$ cat src/design/scc_pkg.sv
// Shared types, constants and the scancode lookup for the scancode text console.
package scc_pkg;

    // Fixed field widths
    localparam int IDX_W  = 11;
    localparam int ROW_W  = 5;
    localparam int COL_W  = 7;
    localparam int CHAR_W = 8;
    localparam int ATTR_W = 8;
    localparam int CMD_W  = 1;
    localparam int CODE_W = 8;
    localparam int PROMPT_W = 64;

    // Prompt is eight characters; backspace never erases into it
    localparam int PROMPT_LEN = 8;
    localparam int CNT_W      = $clog2(PROMPT_LEN);

    // Defaults for top-level parameters
    localparam int DEF_COLUMNS     = 80;
    localparam int DEF_ROWS        = 25;
    localparam int DEF_QUEUE_DEPTH = 4;

    // Configuration register indexes
    localparam int CFG_IDX_W = 2;
    localparam logic [CFG_IDX_W-1:0] REG_TEXT_COLOUR = 2'd0;
    localparam logic [CFG_IDX_W-1:0] REG_PROMPT_TEXT = 2'd1;

    localparam logic [ATTR_W-1:0]   TEXT_COLOUR_RST = 8'h6E;
    localparam logic [PROMPT_W-1:0] PROMPT_TEXT_RST = '0;

    // Scancodes with special handling
    localparam logic [CODE_W-1:0] SC_ENTER = 8'h1C;
    localparam logic [CODE_W-1:0] SC_BKSP  = 8'h0E;
    localparam logic [CHAR_W-1:0] CH_SPACE = 8'h20;
    localparam logic [CHAR_W-1:0] CH_NONE  = 8'h00;

    // Operation codes carried from front to back
    localparam int OP_W = 2;
    localparam logic [OP_W-1:0] OP_CHAR   = 2'd0;
    localparam logic [OP_W-1:0] OP_ENTER  = 2'd1;
    localparam logic [OP_W-1:0] OP_PROMPT = 2'd2;
    localparam logic [OP_W-1:0] OP_BKSP   = 2'd3;

    typedef struct packed {
        logic [OP_W-1:0]   op;
        logic [CHAR_W-1:0] ch;
    } op_item_t;

    // Set-1 make code to ASCII; CH_NONE for codes without a character
    function automatic logic [CHAR_W-1:0] key_map(input logic [CODE_W-1:0] code);
        logic [CHAR_W-1:0] ch;
        unique case (code)
            8'h10: ch = "q";
            8'h11: ch = "w";
            8'h12: ch = "e";
            8'h13: ch = "r";
            8'h14: ch = "t";
            8'h15: ch = "y";
            8'h16: ch = "u";
            8'h17: ch = "i";
            8'h18: ch = "o";
            8'h19: ch = "p";
            8'h1E: ch = "a";
            8'h1F: ch = "s";
            8'h20: ch = "d";
            8'h21: ch = "f";
            8'h22: ch = "g";
            8'h23: ch = "h";
            8'h24: ch = "j";
            8'h25: ch = "k";
            8'h26: ch = "l";
            8'h2C: ch = "z";
            8'h2D: ch = "x";
            8'h2E: ch = "c";
            8'h2F: ch = "v";
            8'h30: ch = "b";
            8'h31: ch = "n";
            8'h32: ch = "m";
            8'h39: ch = CH_SPACE;
            default: ch = CH_NONE;
        endcase
        return ch;
    endfunction

endpackage

$ cat src/design/scancode_text_console.sv
// Scancode text console: set-1 make codes and prompt commands in, text-mode
// cell writes out. Letters a-z and space are written at the cursor, which
// then advances (wrapping at COLUMNS into the next row, and at ROWS back to
// row 0; no scrolling). Enter starts a new line and writes the eight prompt
// characters; a prompt command (cmd=1) writes them at the cursor. Backspace
// erases left of the cursor only past the prompt area (column > 8). Other
// codes, break codes included, are consumed with no output. Each write
// carries cell_index = row*COLUMNS+column (11 bits), the character, the
// current text_colour and the cursor after that write; last marks the final
// write of a transaction. Timing: a letter or backspace yields one write, which
// is held in the executor's output register; Enter and prompt yield eight
// writes in sequence, paced by the executor's single output register
// (one cell write per cycle while m_ready is high). The input side keeps
// accepting one transaction per cycle while the operation queue (QUEUE_DEPTH
// entries) has room, so a burst of keys is taken even while a prompt is
// being written. Configuration writes take effect on the next clock and are
// expected only when the console is idle.
module scancode_text_console #(
    parameter int COLUMNS     = scc_pkg::DEF_COLUMNS,
    parameter int ROWS        = scc_pkg::DEF_ROWS,
    parameter int QUEUE_DEPTH = scc_pkg::DEF_QUEUE_DEPTH
) (
    input  logic                              aclk,
    input  logic                              aresetn,

    // configuration write port
    input  logic                              cfg_wr_en,
    input  logic [scc_pkg::CFG_IDX_W-1:0]     cfg_index,
    input  logic [scc_pkg::PROMPT_W-1:0]      cfg_data,

    // input transactions
    input  logic                              s_valid,
    output logic                              s_ready,
    input  logic [scc_pkg::CMD_W-1:0]         s_cmd,
    input  logic [scc_pkg::CODE_W-1:0]        s_scancode,

    // cell write transactions
    output logic                              m_valid,
    input  logic                              m_ready,
    output logic [scc_pkg::IDX_W-1:0]         m_cell_index,
    output logic [scc_pkg::CHAR_W-1:0]        m_char_code,
    output logic [scc_pkg::ATTR_W-1:0]        m_cell_colour,
    output logic                              m_last,
    output logic [scc_pkg::ROW_W-1:0]         m_cursor_row_out,
    output logic [scc_pkg::COL_W-1:0]         m_cursor_col_out
);

    // configuration registers
    logic [scc_pkg::ATTR_W-1:0]   text_colour_reg;
    logic [scc_pkg::PROMPT_W-1:0] prompt_text_reg;

    always_ff @(posedge aclk) begin
        if (!aresetn) begin
            text_colour_reg <= scc_pkg::TEXT_COLOUR_RST;
            prompt_text_reg <= scc_pkg::PROMPT_TEXT_RST;
        end else if (cfg_wr_en) begin
            // indexes beyond the register list are ignored
            if (cfg_index == scc_pkg::REG_TEXT_COLOUR) begin
                text_colour_reg <= cfg_data[scc_pkg::ATTR_W-1:0];
            end else if (cfg_index == scc_pkg::REG_PROMPT_TEXT) begin
                prompt_text_reg <= cfg_data;
            end
        end
    end

    // front -> queue -> back
    logic              q_push, q_pop, q_full, q_empty;
    scc_pkg::op_item_t q_in_item, q_out_item;

    scc_front u_front (
        .s_valid    (s_valid),
        .s_ready    (s_ready),
        .s_cmd      (s_cmd),
        .s_scancode (s_scancode),
        .q_full     (q_full),
        .q_push     (q_push),
        .q_item     (q_in_item)
    );

    scc_queue #(
        .DEPTH (QUEUE_DEPTH)
    ) u_queue (
        .aclk      (aclk),
        .aresetn   (aresetn),
        .push      (q_push),
        .push_item (q_in_item),
        .full      (q_full),
        .pop       (q_pop),
        .pop_item  (q_out_item),
        .empty     (q_empty)
    );

    scc_back #(
        .COLUMNS (COLUMNS),
        .ROWS    (ROWS)
    ) u_back (
        .aclk             (aclk),
        .aresetn          (aresetn),
        .text_colour      (text_colour_reg),
        .prompt_text      (prompt_text_reg),
        .q_empty          (q_empty),
        .q_item           (q_out_item),
        .q_pop            (q_pop),
        .m_valid          (m_valid),
        .m_ready          (m_ready),
        .m_cell_index     (m_cell_index),
        .m_char_code      (m_char_code),
        .m_cell_colour    (m_cell_colour),
        .m_last           (m_last),
        .m_cursor_row_out (m_cursor_row_out),
        .m_cursor_col_out (m_cursor_col_out)
    );

endmodule

$ cat src/design/scc_front.sv
// Input stage: classifies scancodes and commands into queued operations.
module scc_front (
    input  logic                          s_valid,
    output logic                          s_ready,
    input  logic [scc_pkg::CMD_W-1:0]     s_cmd,
    input  logic [scc_pkg::CODE_W-1:0]    s_scancode,
    input  logic                          q_full,
    output logic                          q_push,
    output scc_pkg::op_item_t             q_item
);

    logic                        keep;
    logic [scc_pkg::CHAR_W-1:0]  key_ch;

    assign key_ch  = scc_pkg::key_map(s_scancode);
    assign s_ready = !q_full;

    always_comb begin
        q_item.op = scc_pkg::OP_CHAR;
        q_item.ch = key_ch;
        keep      = 1'b1;
        priority if (s_cmd[0]) begin
            q_item.op = scc_pkg::OP_PROMPT;
        end else if (s_scancode == scc_pkg::SC_ENTER) begin
            q_item.op = scc_pkg::OP_ENTER;
        end else if (s_scancode == scc_pkg::SC_BKSP) begin
            q_item.op = scc_pkg::OP_BKSP;
        end else if (key_ch != scc_pkg::CH_NONE) begin
            q_item.op = scc_pkg::OP_CHAR;
        end else begin
            // break codes and unmapped keys are dropped here
            keep = 1'b0;
        end
    end

    assign q_push = s_valid && s_ready && keep;

endmodule

$ cat src/design/scc_queue.sv
// Small FIFO of classified operations between front and back.
module scc_queue #(
    parameter int DEPTH = scc_pkg::DEF_QUEUE_DEPTH
) (
    input  logic              aclk,
    input  logic              aresetn,
    input  logic              push,
    input  scc_pkg::op_item_t push_item,
    output logic              full,
    input  logic              pop,
    output scc_pkg::op_item_t pop_item,
    output logic              empty
);

    localparam int PTR_W = (DEPTH > 1) ? $clog2(DEPTH) : 1;
    localparam int CNT_W = $clog2(DEPTH + 1);

    scc_pkg::op_item_t  entry_reg [DEPTH];
    logic [PTR_W-1:0]   wr_ptr_reg, wr_ptr_next;
    logic [PTR_W-1:0]   rd_ptr_reg, rd_ptr_next;
    logic [CNT_W-1:0]   count_reg, count_next;

    assign full     = (count_reg == CNT_W'(DEPTH));
    assign empty    = (count_reg == '0);
    assign pop_item = entry_reg[rd_ptr_reg];

    always_comb begin
        wr_ptr_next = wr_ptr_reg;
        rd_ptr_next = rd_ptr_reg;
        count_next  = count_reg;
        if (push) begin
            wr_ptr_next = (wr_ptr_reg == PTR_W'(DEPTH - 1)) ? '0 : wr_ptr_reg + 1'b1;
        end
        if (pop) begin
            rd_ptr_next = (rd_ptr_reg == PTR_W'(DEPTH - 1)) ? '0 : rd_ptr_reg + 1'b1;
        end
        if (push && !pop) begin
            count_next = count_reg + 1'b1;
        end else if (pop && !push) begin
            count_next = count_reg - 1'b1;
        end
    end

    always_ff @(posedge aclk) begin
        if (!aresetn) begin
            wr_ptr_reg <= '0;
            rd_ptr_reg <= '0;
            count_reg  <= '0;
        end else begin
            wr_ptr_reg <= wr_ptr_next;
            rd_ptr_reg <= rd_ptr_next;
            count_reg  <= count_next;
        end
    end

    always_ff @(posedge aclk) begin
        if (push) begin
            entry_reg[wr_ptr_reg] <= push_item;
        end
    end

endmodule

$ cat src/design/scc_back.sv
// Execution stage: owns the cursor and emits one cell write per cycle while m_ready does not stall it.
module scc_back #(
    parameter int COLUMNS = scc_pkg::DEF_COLUMNS,
    parameter int ROWS    = scc_pkg::DEF_ROWS
) (
    input  logic                           aclk,
    input  logic                           aresetn,
    input  logic [scc_pkg::ATTR_W-1:0]     text_colour,
    input  logic [scc_pkg::PROMPT_W-1:0]   prompt_text,
    input  logic                           q_empty,
    input  scc_pkg::op_item_t              q_item,
    output logic                           q_pop,
    output logic                           m_valid,
    input  logic                           m_ready,
    output logic [scc_pkg::IDX_W-1:0]      m_cell_index,
    output logic [scc_pkg::CHAR_W-1:0]     m_char_code,
    output logic [scc_pkg::ATTR_W-1:0]     m_cell_colour,
    output logic                           m_last,
    output logic [scc_pkg::ROW_W-1:0]      m_cursor_row_out,
    output logic [scc_pkg::COL_W-1:0]      m_cursor_col_out
);

    localparam int RW = scc_pkg::ROW_W;
    localparam int CW = scc_pkg::COL_W;
    localparam int PW = RW + CW;   // product width, row*COLUMNS+col never overflows

    logic [RW-1:0]               row_reg, row_next;
    logic [CW-1:0]               col_reg, col_next;
    logic                        busy_reg, busy_next;
    logic [scc_pkg::CNT_W-1:0]   cnt_reg, cnt_next;

    logic                        m_valid_reg;
    logic [scc_pkg::IDX_W-1:0]   m_cell_index_reg;
    logic [scc_pkg::CHAR_W-1:0]  m_char_code_reg;
    logic [scc_pkg::ATTR_W-1:0]  m_cell_colour_reg;
    logic                        m_last_reg;
    logic [RW-1:0]               m_row_reg;
    logic [CW-1:0]               m_col_reg;

    logic                        out_free;
    logic                        emit_valid, emit_last, do_adv;
    logic [RW-1:0]               emit_row;
    logic [CW-1:0]               emit_col;
    logic [scc_pkg::CHAR_W-1:0]  emit_ch;
    logic [CW:0]                 col_p1;
    logic [PW-1:0]               addr;

    function automatic logic [RW-1:0] row_inc(input logic [RW-1:0] r);
        logic [RW:0] r1;
        r1 = {1'b0, r} + 1'b1;
        return (r1 >= (RW+1)'(ROWS)) ? '0 : r1[RW-1:0];
    endfunction

    assign out_free = !m_valid_reg || m_ready;
    assign q_pop    = out_free && !busy_reg && !q_empty;

    always_comb begin
        emit_valid = 1'b0;
        emit_last  = 1'b0;
        do_adv     = 1'b0;
        emit_row   = row_reg;
        emit_col   = col_reg;
        emit_ch    = scc_pkg::CH_SPACE;
        busy_next  = busy_reg;
        cnt_next   = cnt_reg;
        if (out_free) begin
            if (busy_reg) begin
                // remaining prompt characters
                emit_valid = 1'b1;
                do_adv     = 1'b1;
                emit_ch    = prompt_text[{cnt_reg, 3'b000} +: scc_pkg::CHAR_W];
                emit_last  = (cnt_reg == scc_pkg::CNT_W'(scc_pkg::PROMPT_LEN - 1));
                cnt_next   = cnt_reg + 1'b1;
                busy_next  = !emit_last;
            end else if (!q_empty) begin
                unique case (q_item.op)
                    scc_pkg::OP_CHAR: begin
                        emit_valid = 1'b1;
                        do_adv     = 1'b1;
                        emit_last  = 1'b1;
                        emit_ch    = q_item.ch;
                    end
                    scc_pkg::OP_ENTER, scc_pkg::OP_PROMPT: begin
                        if (q_item.op == scc_pkg::OP_ENTER) begin
                            emit_row = row_inc(row_reg);
                            emit_col = '0;
                        end
                        // first prompt character goes out now
                        emit_valid = 1'b1;
                        do_adv     = 1'b1;
                        emit_ch    = prompt_text[scc_pkg::CHAR_W-1:0];
                        cnt_next   = scc_pkg::CNT_W'(1);
                        busy_next  = 1'b1;
                    end
                    scc_pkg::OP_BKSP: begin
                        if (col_reg > CW'(scc_pkg::PROMPT_LEN)) begin
                            emit_valid = 1'b1;
                            emit_last  = 1'b1;
                            emit_col   = col_reg - 1'b1;
                        end
                    end
                    default: ;
                endcase
            end
        end
    end

    // cursor after this write
    assign col_p1 = {1'b0, emit_col} + 1'b1;
    always_comb begin
        row_next = emit_row;
        col_next = emit_col;
        if (do_adv) begin
            if (col_p1 >= (CW+1)'(COLUMNS)) begin
                col_next = '0;
                row_next = row_inc(emit_row);
            end else begin
                col_next = col_p1[CW-1:0];
            end
        end
    end

    assign addr = PW'(emit_row) * PW'(COLUMNS) + PW'(emit_col);

    always_ff @(posedge aclk) begin
        if (!aresetn) begin
            row_reg     <= '0;
            col_reg     <= '0;
            busy_reg    <= 1'b0;
            cnt_reg     <= '0;
            m_valid_reg <= 1'b0;
        end else begin
            busy_reg <= busy_next;
            cnt_reg  <= cnt_next;
            if (emit_valid) begin
                row_reg     <= row_next;
                col_reg     <= col_next;
                m_valid_reg <= 1'b1;
            end else if (m_ready) begin
                m_valid_reg <= 1'b0;
            end
        end
    end

    always_ff @(posedge aclk) begin
        if (emit_valid) begin
            m_cell_index_reg  <= addr[scc_pkg::IDX_W-1:0];
            m_char_code_reg   <= emit_ch;
            m_cell_colour_reg <= text_colour;
            m_last_reg        <= emit_last;
            m_row_reg         <= row_next;
            m_col_reg         <= col_next;
        end
    end

    assign m_valid          = m_valid_reg;
    assign m_cell_index     = m_cell_index_reg;
    assign m_char_code      = m_char_code_reg;
    assign m_cell_colour    = m_cell_colour_reg;
    assign m_last           = m_last_reg;
    assign m_cursor_row_out = m_row_reg;
    assign m_cursor_col_out = m_col_reg;

    a_col_range: assert property (@(posedge aclk) disable iff (!aresetn)
        ({1'b0, col_reg} < (CW+1)'(COLUMNS)))
        else $error("cursor column out of range");

    a_row_range: assert property (@(posedge aclk) disable iff (!aresetn)
        ({1'b0, row_reg} < (RW+1)'(ROWS)))
        else $error("cursor row out of range");

    a_busy_cnt: assert property (@(posedge aclk) disable iff (!aresetn)
        busy_reg |-> (cnt_reg != '0))
        else $error("prompt sequencer busy with zero count");

    a_nonlast_in_prompt: assert property (@(posedge aclk) disable iff (!aresetn)
        (m_valid_reg && !m_last_reg) |-> busy_reg)
        else $error("non-final write outside a prompt sequence");

endmodule
$ cat config.mk
export PLATFORM = sky130hd
export DESIGN_NAME = scancode_text_console
export DESIGN_NICKNAME = d
export VERILOG_FILES = /design/src/design/scc_pkg.sv /design/src/design/scancode_text_console.sv /design/src/design/scc_front.sv /design/src/design/scc_queue.sv /design/src/design/scc_back.sv
export SDC_FILE = /design/constraint.sdc
export NUM_CORES = 1
export LEC_CHECK = 0
export ABC_AREA = 0
export BUFFER_PORTS_ARGS = -buffer_cell sky130_fd_sc_hd__buf_2
export CAP_MARGIN = 5
export CORE_MARGIN = 2
export CORE_UTILIZATION = 55
export DETAILED_ROUTE_END_ITERATION = 10
export PLACE_DENSITY = 0.86
export SYNTH_ARGS = -nofsm -noshare
export SYNTH_HDL_FRONTEND = slang
export SYNTH_HIERARCHICAL = 1
export SYNTH_SLANG_ARGS = --single-unit
$ cat constraint.sdc
create_clock -name aclk -period 12.3 [get_ports aclk]
set_input_delay 0.615 -clock aclk [delete_from_list [all_inputs] [get_ports aclk]]
set_output_delay 0.615 -clock aclk [all_outputs]
set_load 0.005 [all_outputs]
==> results.cfg <==
[critical_path]
endpoint_kind = flip-flop
critical_path.max_stage_delay_ns = 0.75
crit_slowest_cell = dfxtp_1
crit_buf_inv = 1
crit_required_ns = 12.47
critPathKind = reg2reg
critical_path_peak_fanout = 13
arrival_ns = 5.20
cp_top_family = compound AO/OA/AOI/OAI gates
cp_cell_sequence = mux4_2 -> inv_1 -> ha_1 -> nand3b_1 -> nor3_1 -> nand2_1 -> o21ai_0 -> ha_1 -> o2111ai_1 -> a211oi_1 -> nor2_1 -> a211oi_1 -> o22ai_1
cp-start-kind = flip-flop

[yosys]
ys_seq_area_share_pct = 45.9
ys_async_sr_fraction_pct = 0
synth_top_area_share_pct = 25.3
synth_edf_count = 80
synthSimpleGateAreaFrac_pct = 16.5
yosysWarnings = 6
synth.avg_cell_area_sq_um = 10.7
synth_nets = 1012
yosysTopAreaCell = edfxtp_1
synth_area_leaders = edfxtp_1 25%, dfxtp_1 21%, mux2i_1 8.1%
synth_top_family_by_area = simple AND/OR/NAND/NOR gates
synth_ff_type = dfxtp_1
syn_area_sq_mm = 0.00950
synth_compound_area_share_pct = 11.3
synth_mux_area_share_pct = 15.3
syn_inst = 891
synth_adder_area_share_pct = 5.64
synth.distinct_cells = 87
synth-xor-area-share_pct = 0.830
synth-seq-cells = 178

[cts]
clock-sinks = 178
clock_latency_ns = 0.43
post_cts_resized = 0
clock_tree.root_cell = clkbuf_16
ctsHoldBuffers = 0
clk_pin_slew_ns = 0.07
htree_levels = 4
cts_tree = done
cts_inserted_buffers = 17
cts_buffer_depth = 2
postCtsSetupBuffers = 0

[floorplan]
die_y_microns = 135
die-area_sq_mm = 0.0183
rows = 48
core_area_sq_mm = 0.0171
initial_core_util_pct = 55.5
die_w_microns = 135
ios = 122

[pwr]
powerDensity_mw_per_mm2 = 190
ir_drop_mv = 0.130
finalPower_uw = 2030
p_leak_uw = 0.00419

[layout]
fillers = 1330
multi_input_area_sq_mm = 0.00472
seq_area_sq_mm = 0.00436
n_antenna_cell = 0
largest_reg_flops = 64
nNetsFinal = 1102
final_common_cell = nand2_1
syn2layout_area_growth_pct = 12.5
drive_above_1_share_pct = 20.7
mostFrequentLayoutCells = 165 x nand2_1, 120 x buf_2, 98 x dfxtp_1

[timing]
skew_ns = 0.00952
fmax_ghz = 0.199
finalMaxSlewViolations = 0
hold_violations = 0
tightest_slew_ns = 1.05
layout_setup_ws_ns = 7.27
tns_ns = 0
rsz0062_at_grt = no
fin_crit_sh_pct = 40.9
period_minus_slack_ns = 5.03
max_slew_margin_pct = 29.9
finalSetupViolCount = 0

[outcome]
status = complete, no violations

[grt]
grt_pass1_wl_microns = 34100
grt_pass1_vias = 6837
grt_overflow = 0
antenna_found_initial = 0
grt.total_usage_pct = 23.8
grt_max_degree = 117

[placed_design]
portBuffers = 121
gp_congestion = 0.903
dpl_worst_slack_ns = 7.32
dp_hpwl_microns = 14900

[worst_hold_path]
min_path_type = in2reg

[detailed_routing]
vias = 7235
drc = 0
dr.pass1.iters = 7
drtIter0Drc = 761
via_per_inst = 5.94
wl_per_cell_microns = 17.5
ant_nets = 0
wirelength_microns = 21400

[job]
maxCapViolations = 0
-- worst min-delay path, stage by stage --
cell and delay, ns:
buf_2 0.09, nand2_1 0.04, mux2i_1 0.05
-- metrics by stage --
step | std cells | utilization [%] | area, sq um | hold slack [ns]
detailed placement | 1187 | 59.2 | 10100 | 0.417
finish | 1219 | 62.5 | 10700 | 0.423
floorplan | 891 | - | 9500 | 0.408
global placement | 1187 | 59.2 | 10100 | 0.413
global route | 1219 | 62.5 | 10700 | 0.423
CTS | 1219 | 62.5 | 10700 | 0.412
-- worst paths after layout --
kind                                        start                              endpoint  slack [ns]  cells after the start
setup / recovery                        flip-flop  u_back/m_cursor_row_out[4]$_DFFE_PP_        7.27                     13
hold / removal                       cfg_data[30]      prompt_text_reg[30]$_SDFFE_PN0P_        0.42                      3
setup reg to reg                        flip-flop  u_back/m_cursor_row_out[4]$_DFFE_PP_        7.27                     13
hold reg to reg   text_colour_reg[2]$_SDFFE_PN1P_     u_back/m_cell_colour[2]$_DFFE_PP_        0.43                      0
-- synth_stat cells (all sizes together), types with 8 or more instances --
library cell	n
a21oi	14
a22o	9
a22oi	10
a31oi	8
and2	17
buf	29
clkbuf	26
dfxtp	98
edfxtp	80
ha	38
inv	31
mux2	9
mux2i	77
mux4	26
nand2	165
nand3	15
nor2	37
nor2b	18
nor3	12
o211ai	8
o21ai	30
-- cell families after synthesis --
kind of cell,count (synthesis)
xor gates and xnor gates,9
adders and majority gates,41
and+or+nand+nor,318
AOI/OAI and AO/OA,146
buffers and inverters,86
DFF,178
muxes,112
other,1
-- report_power, final --
group          internal (uW)  total [uW]  switching, uW
combinational            280         670            389
clock                    288         520            232
sequential               764         839           75.4
-- layout make-up --
cell class / count / area share, %
Multi-Input combinational cell: 627 / 44.1
Sequential cell: 178 / 40.8
Timing Repair Buffer: 126 / 6.04
Clock buffer: 20 / 4.18
Tap cell: 225 / 2.63
Clock inverter: 12 / 1.11
Inverter: 31 / 1.09
-- metal layers --
layer	up-vias	routed length, microns	track usage (%)
met3	48	1410	4.12
li1	3426	-	-
met5	-	0	0
met1	3430	9310	31.3
met4	0	556	9.84
met2	331	10100	39.1
Note: power is estimated with default switching activity, not from simulation.
